File: config.mk
export PLATFORM = sky130hd
export DESIGN_NAME = kvt_cell
export DESIGN_NICKNAME = d
export VERILOG_FILES = /design/src/sv/kvt_pkg.sv /design/src/sv/kvt_cell.sv
export SDC_FILE = /design/constraint.sdc
export NUM_CORES = 1
export LEC_CHECK = 0
export BUFFER_PORTS_ARGS = -buffer_cell sky130_fd_sc_hd__buf_2
export CORE_AREA = 2 2 80 82
export CTS_CLUSTER_SIZE = 8
export DETAILED_ROUTE_END_ITERATION = 7
export DIE_AREA = 0 0 82 84
export GPL_TIMING_DRIVEN = 0
export PLACE_DENSITY = 0.91
export SKIP_CTS_REPAIR_TIMING = 1
export SYNTH_ARGS = -nofsm -noshare
export SYNTH_HDL_FRONTEND = slang
export SYNTH_SLANG_ARGS = --single-unit
File: constraint.sdc
create_clock -name clk -period 1.6 [get_ports clk]
set_input_delay 0.32 -clock clk [delete_from_list [all_inputs] [get_ports clk]]
set_output_delay 0.32 -clock clk [all_outputs]
set_load 0.1 [all_outputs]
File: src/sv/kvt_pkg.sv
`default_nettype none

package kvt_pkg;

	// Table geometry and field widths
	localparam int DEPTH_DEF = 64;
	localparam int KEY_W     = 8;
	localparam int VAL_W     = 32;
	localparam int OP_W      = 3;
	localparam int STAT_W    = 2;

	// Request opcodes
	typedef enum logic [OP_W-1:0] {
		OP_APPEND    = 3'd0,
		OP_FIND_KEY  = 3'd1,
		OP_FIND_VAL  = 3'd2,
		OP_EXISTS    = 3'd3,
		OP_REMOVE    = 3'd4,
		OP_DEDUPE    = 3'd5,
		OP_DUMP      = 3'd6,
		OP_NOP       = 3'd7
	} op_t;

	// Result status codes
	typedef enum logic [STAT_W-1:0] {
		ST_OK   = 2'd0,
		ST_MISS = 2'd1,
		ST_FULL = 2'd2
	} status_t;

	// Broadcast control from the sequencer to every cell
	typedef struct packed {
		logic shift;  // advance the active region one place toward the head
		logic feed;   // tail cell takes the write data during a shift
		logic mark;   // fed entry is flagged as kept (dedupe)
		logic wr;     // append: addressed cell takes the write data
		logic clr;    // clear all kept flags
	} cell_ctl_t;

endpackage

`default_nettype wire

File: src/sv/kvt_cell.sv
`default_nettype none

module kvt_cell
	import kvt_pkg::*;
(
	input  wire logic             clk,
	input  wire logic             arst_n,
	input  wire cell_ctl_t        ctl,
	input  wire logic             below_tail,
	input  wire logic             at_tail,
	input  wire logic             at_append,
	input  wire logic [KEY_W-1:0] nb_key,
	input  wire logic [VAL_W-1:0] nb_value,
	input  wire logic             nb_kept,
	input  wire logic [KEY_W-1:0] wr_key,
	input  wire logic [VAL_W-1:0] wr_value,
	input  wire logic [KEY_W-1:0] cmp_key,
	input  wire logic [VAL_W-1:0] cmp_value,
	output logic [KEY_W-1:0]      cell_key,
	output logic [VAL_W-1:0]      cell_value,
	output logic                  cell_kept,
	output logic                  kept_match
);

	logic [KEY_W-1:0] key_q;
	logic [VAL_W-1:0] value_q;
	logic             kept_q;

	// Load entry from append, from the neighbor, or from the tail feed
	always_ff @(posedge clk) begin
		if (ctl.wr && at_append) begin
			key_q   <= wr_key;
			value_q <= wr_value;
		end else if (ctl.shift && below_tail) begin
			key_q   <= nb_key;
			value_q <= nb_value;
		end else if (ctl.shift && at_tail && ctl.feed) begin
			key_q   <= wr_key;
			value_q <= wr_value;
		end
	end

	// Track the kept flag along with the entry
	always_ff @(posedge clk or negedge arst_n) begin
		if (!arst_n) begin
			kept_q <= 1'b0;
		end else if (ctl.clr) begin
			kept_q <= 1'b0;
		end else if (ctl.shift && below_tail) begin
			kept_q <= nb_kept;
		end else if (ctl.shift && at_tail) begin
			kept_q <= ctl.feed & ctl.mark;
		end
	end

	// Compare a kept entry against the head pair
	assign kept_match = kept_q && (key_q == cmp_key) && (value_q == cmp_value);
	assign cell_key   = key_q;
	assign cell_value = value_q;
	assign cell_kept  = kept_q;

endmodule

`default_nettype wire

==> flow_summary.toml, run 1 <==
[clocking]
htree_num_levels = 2
clk_latency_ns = 0.28
clk_pin_slew_ns = 0.07
cts_buffers = 5
clock_path_buffers = 2
cts-root-buf = "clkbuf_8"
tritoncts = "done"
cts_sinks = 41

[global_route]
grt_max_degree = 41
grtUsageTotal_pct = 18.44
grt_pass1_vias = 2041
antenna_found_initial = 0
grt_pass1_wl_um = 9459
gr-total-overflow = 0

[yosys]
netlist_area_um2 = 2415
synth.top_cell.area_share_pct = 49.74
yosysTopAreaCell = "edfxtp_1"
synthTopCellsByArea = "edfxtp_1 (50%), mux2_4 (25%), xor2_1 (15%), buf_12 (3.3%), nor4_1 (2.3%)"
synth_seq_cells = 41
seq_area_frac_synth_pct = 50.78
synth_cells = 152
avgSynthCellArea_um2 = 15.89
syn-num-nets = 283
synth_common_cells = "edfxtp_1 (40), mux2_4 (40), xor2_1 (40), nor4_1 (9), buf_12 (4)"
synth-edff-count = 40
synth_cell_types = 18
synth_warnings = 0
ys_async_sr_fraction_pct = 2.439
synth_top_flop_cell = "edfxtp_1"

[pwr]
powerDensity_nw_per_um2 = 1048
ir_drop_mv = 0.4784
netSwitchingPower_mw = 1.644
pwr-share-comb_pct = 44.2
internal_power_mw = 2.074
sequentialPowerShare_pct = 38.5
clkPwrFrac_pct = 17.2
p_leak_nw = 1.698
finalPower_mw = 3.718
swShare_pct = 44.22

[sta]
hold_violations = 0
rsz0062_at_grt = "yes"
fin_setup_tns_ns = -0.6035
drv_slew = 0
finalSetupViolations = 1
clock.fmax_mhz = 453.8
period_needed_ns = 2.204
maxSlewHeadroom_pct = 54.11
finalCritPeriodShare_pct = 137.7
postLayoutSetupSlackWorst_ns = -0.6035
whs_ns = 0.1961
clock_skew_ns = 0
tightestPinTransition_ns = 0.6858

[routing]
via_per_inst = 4.706
drt_iter0_drc = 30
route.detailed.drc = 0
drtAntennaViolNets = 0
drt_pre_antenna_iters = 4
wl_um = 6615
wire_per_inst_um = 16.09
vias = 1934

[place]
portBuffers = 172
gp_congestion = 0.7544
dp_hpwl_um = 5310
dpl_worst_slack_ns = -0.6811
place_inst = 401

[setup_path]
critPathLaunch = "cell_value[7]"
endpoint = "kept_match"
path_max_fanout = 2
r2r_cells = 2
timing.rr.start = "cell_kept"
end_kind = "primary output"
crit_required_ns = 1.28
r2r_end = "cell_kept"
r2r_setup_slack_ns = 0.80
crit_type = "flop to primary output"
startpoint_type = "flop"
crit_arrival_ns = 1.88

[final_layout]
final_cells = 411
area_growth_pct = 46.89
drive_gt1_share_pct = 68.86
antenna_cells = 0
nets = 464
fill_cells = 534

[die]
coreArea_um2 = 6096
chipWidth_um = 82
num_io_pins = 173
initial_core_util_pct = 39.61
die-height_um = 84
core.rowCount = 29
dieArea_um2 = 6888

[outcome]
outcome = "finished with violations"
violations = "negative setup slack"

[min_path]
hold_path.class = "input pin to flop"
hold_depth = 2

[job]
drv_cap = 0
## state kept, by name, indices dropped and copies added, names as in the netlist
register,cells
cell_key,8
cell_value,32
cell_kept,1
## worst min-delay path by stage
stage	slack (ns)	to	startpoint
2_1_floorplan	0.02	cell_kept	arst_n
3_3_place_gp	0.10	cell_kept	arst_n
3_5_place_dp	0.11	cell_kept	arst_n
4_1_cts	-0.20	cell_kept	arst_n
5_1_grt	0.19	cell_kept	ctl[0]
6_report	0.20	cell_kept	ctl[0]
## area by class of cell
| type | instances | area [um^2] | share of cell area, % |
|---|---|---|---|
| well taps | 77 | 96.34 | 2.716 |
| repair buffers | 173 | 885.9 | 24.97 |
| inverters | 2 | 7.507 | 0.2116 |
| clock buffers | 8 | 80.08 | 2.257 |
| plain buffers | 5 | 91.34 | 2.575 |
| flip-flops and latches | 41 | 1226 | 34.57 |
| multi-input cells | 105 | 1160 | 32.70 |
## cells in the final DEF, fill, tap and decap left out, types with 2 or more instances in the layout
cell type  count
nor4_2         5
xor2_1        40
mux2_4        40
buf_12         5
o21ai_4        2
nand2_1        3
clkbuf_1       3
clkbuf_8       5
edfxtp_1      40
inv_1          2
buf_2        171
nor4_1         4
nand4_1        2
## metrics by stage
stage,cell area [um^2],utilization [%]
final,3547,58.19
after global routing,3547,58.19
after CTS,3475,57.00
after detailed placement,3395,55.69
after global placement,3395,55.69
after floorplan,2437,-
## metal layers
layer / up-vias / wire length [um] / global-route usage [%]
met2: 82 / 3802 / 35.40
met4: 0 / 99 / 7.121
met5: - / 0 / 0
li1: 926 / - / -
met3: 10 / 335 / 2.381
met1: 916 / 2377 / 19.53
## power groups by stage
stage	Combinational [mW]	Sequential [mW]	Clock, mW
floorplan	0.327	2.38	0
global placement	1.60	1.45	0
detailed placement	1.62	1.46	0
CTS	1.63	1.44	0.654
global route	1.71	1.45	0.715
finish	1.64	1.43	0.641
## worst max-delay path, cell delays in order (launching register included)
cell and delay, ns:
edfxtp_1 0.43, xor2_1 0.18, nor4_2 0.33, nand4_1 0.22, nor3_4 0.24, buf_12 0.20
## cells by family (layout without fill, tap and decap cells)
logic type / after synthesis / in the layout / synth area share, %
mux: 41 / 41 / 25.29
xor+xnor: 40 / 40 / 14.51
compound gates: 4 / 5 / 0.9843
simple gates: 19 / 19 / 4.352
buf+inv: 7 / 188 / 4.093
flops: 41 / 41 / 50.78
No activity file was read; power rests on OpenSTA's default activity.
==> run 2, diff against run 1 <==
ABC_AREA = 1   (was unset)
CORE_AREA = 2 2 82 84   (was 2 2 80 82)
DIE_AREA = 0 0 84 86   (was 0 0 82 84)
PLACE_DENSITY = 0.92   (was 0.91)
==> flow_summary.toml, run 2 <==
[global_route]
grt_pass1_wl_um = 11610
grtUsageTotal_pct = 20.69
grt_max_degree = 13
antenna_found_initial = 0
grt_pass1_vias = 2660
gr-total-overflow = 0

[clocking]
htree_num_levels = 2
clk_latency_ns = 0.29
clk_pin_slew_ns = 0.08
clock_path_buffers = 2
cts_sinks = 41
cts-root-buf = "clkbuf_8"
tritoncts = "done"
cts_buffers = 5

[die]
core.rowCount = 29
die-height_um = 86
dieArea_um2 = 7224
initial_core_util_pct = 42.42
num_io_pins = 173
coreArea_um2 = 6277
chipWidth_um = 84

[yosys]
ys_async_sr_fraction_pct = 2.439
synth_warnings = 0
yosys.cell_count.top_type = "nand2_1"
synth_cell_types = 18
netlist_area_um2 = 2663
yosysTopAreaCell = "edfxtp_1"
synth-edff-count = 40
seq_area_frac_synth_pct = 46.05
synth_cells = 275
synthTopCellsByArea = "edfxtp_1 (45%), mux2_4 (23%), nand2_1 (12%), inv_1 (7.3%), nor2_1 (3.4%)"
synth_top_flop_cell = "edfxtp_1"
avgSynthCellArea_um2 = 9.682
syn-num-nets = 406
synth_seq_cells = 41
synth.top_cell.area_share_pct = 45.11
synth_common_cells = "nand2_1 (83), inv_1 (52), edfxtp_1 (40), mux2_4 (40), nor2_1 (24)"

[setup_path]
crit_top_cell = "nor2_1"
critical_path_buf_inv_count = 2
r2r_cells = 2
critPathLaunch = "cell_key[3]"
critPathTopFamily = "simple AND/OR/NAND/NOR gates"
r2r_setup_slack_ns = 0.83
path_max_fanout = 2
cp_slowest_stage_delay_ns = 0.38
crit_required_ns = 1.28
timing.rr.start = "cell_kept"
crit_type = "flop to primary output"
slowest_stage = "edfxtp_1"
cp_cell_sequence = "inv_1, nor2_1, nor2_1, nand2_1, nor2_1, nand3_1, nor3_4, buf_12"
end_kind = "primary output"
startpoint_type = "flop"
r2r_end = "cell_kept"
crit_arrival_ns = 1.70

[final_layout]
drive_gt1_share_pct = 51.72
multi_input_area_um2 = 1221
nets = 594
area_growth_pct = 43.61
register_area_um2 = 1226
antenna_cells = 0
largest_reg_flops = 32
layout_commonest_cell = "buf_2"
layout_common_cells = "buf_2 (171), nand2_1 (80), inv_1 (52), mux2_4 (40), edfxtp_1 (40)"
fill_cells = 527

[min_path]
holdPathEnd = "cell_kept"
worstHoldStart = "ctl[0]"
hold_path.class = "input pin to flop"
hold_depth = 2

[sta]
postLayoutSetupSlackWorst_ns = -0.4215
maxSlewHeadroom_pct = 66.88
period_needed_ns = 2.021
finalCritPeriodShare_pct = 126.3
drv_slew = 0
tightestPinTransition_ns = 0.5003
whs_ns = 0.1830
fin_setup_tns_ns = -0.4215
clock_skew_ns = 0
rsz0062_at_grt = "yes"
hold_violations = 0
finalSetupViolations = 1
clock.fmax_mhz = 494.7

[pwr]
powerDensity_nw_per_um2 = 1015
ir_drop_mv = 0.5365
swShare_pct = 45.71
netSwitchingPower_mw = 1.774
pwr-share-comb_pct = 46.2
clkPwrFrac_pct = 16.5
finalPower_mw = 3.881
p_leak_nw = 2.161
sequentialPowerShare_pct = 37.3
internal_power_mw = 2.107

[outcome]
violations = "negative setup slack"
outcome = "finished with violations"

[routing]
wl_um = 7458
drt_pre_antenna_iters = 4
wire_per_inst_um = 13.79
via_per_inst = 4.688
drtAntennaViolNets = 0
drt_iter0_drc = 44
route.detailed.drc = 0
vias = 2536

[job]
drv_cap = 0

[place]
portBuffers = 172
gp_congestion = 0.9129
dp_hpwl_um = 6182
-- run 2: cell types whose count changed in the layout (fill, tap and decap cells not counted), moves of 6 or more --
cell	previous run	this run
nor2_1	1	22
xor2_1	40	1
o21ai_0	1	13
buf_4	0	6
inv_1	2	52
nand2_1	3	80
-- run 2: cell families (layout without fill, tap and decap cells) --
group	after synthesis	count (layout)	share of synthesized area, %
multiplexers	40	40	22.56
XOR/XNOR	6	6	1.974
AO/OA/AOI/OAI	19	19	3.900
AND/OR/NAND/NOR	112	112	16.35
buffers and inverters	57	246	9.163
flip-flops	41	41	46.05
-- run 2: metal layers --
layer	track usage (%)	up-vias	share of wire, %
met3	4.042	11	5.9
met4	7.038	0	1.5
met1	21.32	1155	37
met2	41.45	116	56
li1	-	1254	-
met5	0	-	0
-- run 2: cell type report --
cell class,instances,area share [%]
sequential,41,32.07
multi-input combinational,177,31.94
timing repair buffer,181,24.93
inverter,53,5.203
tap,77,2.520
clock buffer,6,1.898
buffer,4,1.178
clock inverter,2,0.2618
-- run 2: how the worst max path moves through the flow --
stage | endpoint | depth (start not counted)
CTS | kept_match | 8
detailed placement | kept_match | 10
global route | kept_match | 8
finish | kept_match | 8
floorplan | cell_key[0] | 2
global placement | cell_value[7] | 3
-- run 2: metrics by stage --
step | setup WS, ns | cell area [um^2] | utilization, % | instances
after floorplan | -1.172 | 2681 | - | 275
after global placement | -2.112 | 3638 | 57.96 | 524
after detailed placement | -0.3671 | 3676 | 58.56 | 528
after CTS | -0.6706 | 3759 | 59.88 | 536
after global routing | -0.5004 | 3824 | 60.91 | 541
final | -0.4215 | 3824 | 60.91 | 541
-- run 2: power by group through the flow --
| stage | sequential [mW] | combinational [mW] | clock [mW] |
|---|---|---|---|
| global route | 1.47 | 1.88 | 0.696 |
| detailed placement | 1.47 | 1.78 | 0 |
| finish | 1.45 | 1.79 | 0.640 |
| global placement | 1.47 | 1.73 | 0 |
| CTS | 1.45 | 1.78 | 0.665 |
| floorplan | 2.45 | 0.387 | 0 |
==> run 3, diff against run 2 <==
CELL_PAD_IN_SITES_DETAIL_PLACEMENT = 1   (was unset)
CELL_PAD_IN_SITES_GLOBAL_PLACEMENT = 1   (was unset)
CORE_AREA = 2 2 98 100   (was 2 2 82 84)
CTS_CLUSTER_DIAMETER = 150   (was unset)
DIE_AREA = 0 0 100 102   (was 0 0 84 86)
PLACE_DENSITY = 0.91   (was 0.92)
==> flow_summary.toml, run 3 (same netlist as run 2, synthesis figures left out) <==
[place]
dpl-instance-area_um2 = 3711
place_inst = 562
gp_congestion = 0.7636
portBuffers = 172
dp_hpwl_um = 7321
dpl_worst_slack_ns = -0.3716

[min_path]
worstHoldStart = "ctl[0]"
hold_depth = 2
holdPathEnd = "cell_kept"
hold_path.class = "input pin to flop"

[setup_path]
crit_top_cell = "nand2_1"
r2r_end = "cell_kept"
crit_arrival_ns = 1.68
path_max_fanout = 3
crit_type = "flop to primary output"
startpoint_type = "flop"
critical_path_buf_inv_count = 1
end_kind = "primary output"
cp_slowest_stage_delay_ns = 0.43
timing.rr.start = "cell_kept"
critPathTopFamily = "simple AND/OR/NAND/NOR gates"
cp_cell_sequence = "nand2_1, o21ai_0, nor2_1, nand2_1, nor2_2, nand2_2, nor3_4, buf_12"
cp.depth = 8
r2r_setup_slack_ns = 0.79
slowest_stage = "edfxtp_1"
r2r_cells = 2
crit_required_ns = 1.28

[final_layout]
finalInstanceArea_um2 = 3934
largest_reg_flops = 32
fin_util_pct = 43.19
nets = 600
multi_input_area_um2 = 1249
register_area_um2 = 1226
layout_commonest_cell = "buf_2"
area_growth_pct = 47.74
fill_cells = 1116
drive_gt1_share_pct = 53.94
final_cells = 580
layout_common_cells = "buf_2 (169), nand2_1 (78), inv_1 (50), mux2_4 (40), edfxtp_1 (40)"
antenna_cells = 0

[sta]
whs_ns = 0.1963
finalSetupViolations = 1
period_needed_ns = 2.005
fin_setup_tns_ns = -0.4047
rsz0062_at_grt = "yes"
clock.fmax_mhz = 498.8
tightestPinTransition_ns = 0.5058
clock_skew_ns = 0
finalCritPeriodShare_pct = 125.3
maxSlewHeadroom_pct = 66.51
drv_slew = 0
hold_violations = 0
postLayoutSetupSlackWorst_ns = -0.4047

[pwr]
p_leak_nw = 2.186
powerDensity_nw_per_um2 = 1003
finalPower_mw = 3.947
ir_drop_mv = 0.4466

[routing]
route.detailed.drc = 0
drtAntennaViolNets = 0
drt_iter0_drc = 31
wire_per_inst_um = 14.86
wl_um = 8618
drt_pre_antenna_iters = 4
via_per_inst = 4.359
vias = 2528

[global_route]
grt_pass1_wl_um = 12920
grtUsageTotal_pct = 16.49
grt_pass1_vias = 2765
grt_max_degree = 12
antenna_found_initial = 0
gr-total-overflow = 0

[die]
coreArea_um2 = 9109
die-height_um = 102
num_io_pins = 173
initial_core_util_pct = 29.23
chipWidth_um = 100
dieArea_um2 = 10200
core.rowCount = 35

[outcome]
violations = "negative setup slack"
outcome = "finished with violations"

[clocking]
cts_buffers = 5
cts_sinks = 41
tritoncts = "done"
clk_pin_slew_ns = 0.08
cts-root-buf = "clkbuf_8"
htree_num_levels = 2
clk_latency_ns = 0.28
clock_path_buffers = 2

[job]
drv_cap = 0
run 3: cell types whose count changed in the layout (fill, tap and decap cells not counted), moves of 2 or more:
cell / delta
o21ai_2: +2
inv_2: +2
o21ai_0: -5
o21ai_1: +3
inv_1: -2
nand2_2: +2
nand2_1: -2
nor2_1: -2
clkinv_2: -2
buf_4: +9
buf_2: -2
run 3: final cells by class:
class | count | share of cell area (%)
Multi-Input combinational cell | 177 | 31.74
Sequential cell | 41 | 31.17
Timing Repair Buffer | 187 | 25.41
Inverter | 53 | 5.057
Tap cell | 111 | 3.531
Clock buffer | 6 | 1.845
Buffer | 4 | 1.145
Clock inverter | 1 | 0.09542
run 3: metal layers:
metal	routed length [um]	GRT usage [%]	vias up
li1	-	-	1263
met1	3211	17.58	1163
met2	4895	33.21	92
met3	395	2.804	10
met4	116	4.636	0
met5	0	0	-
run 3: report_power, final:
group	internal, mW	switching (mW)
Sequential	1.35	0.0977
Combinational	0.487	1.37
Clock	0.295	0.350
Total	2.13	1.82
run 3: worst max-delay path by stage:
stage,endpoint,start
floorplan,cell_key[0],ctl[4]
finish,kept_match,cell_value[4]
CTS,kept_match,cell_value[12]
global placement,cell_key[2],ctl[4]
detailed placement,kept_match,cmp_value[12]
global route,kept_match,cell_value[4]
run 3: worst reg2reg max path, stage by stage, from the launching register on:
cell	delay (ns)
dfrtp_1	0.37
nand2_1	0.07
a311oi_1	0.28
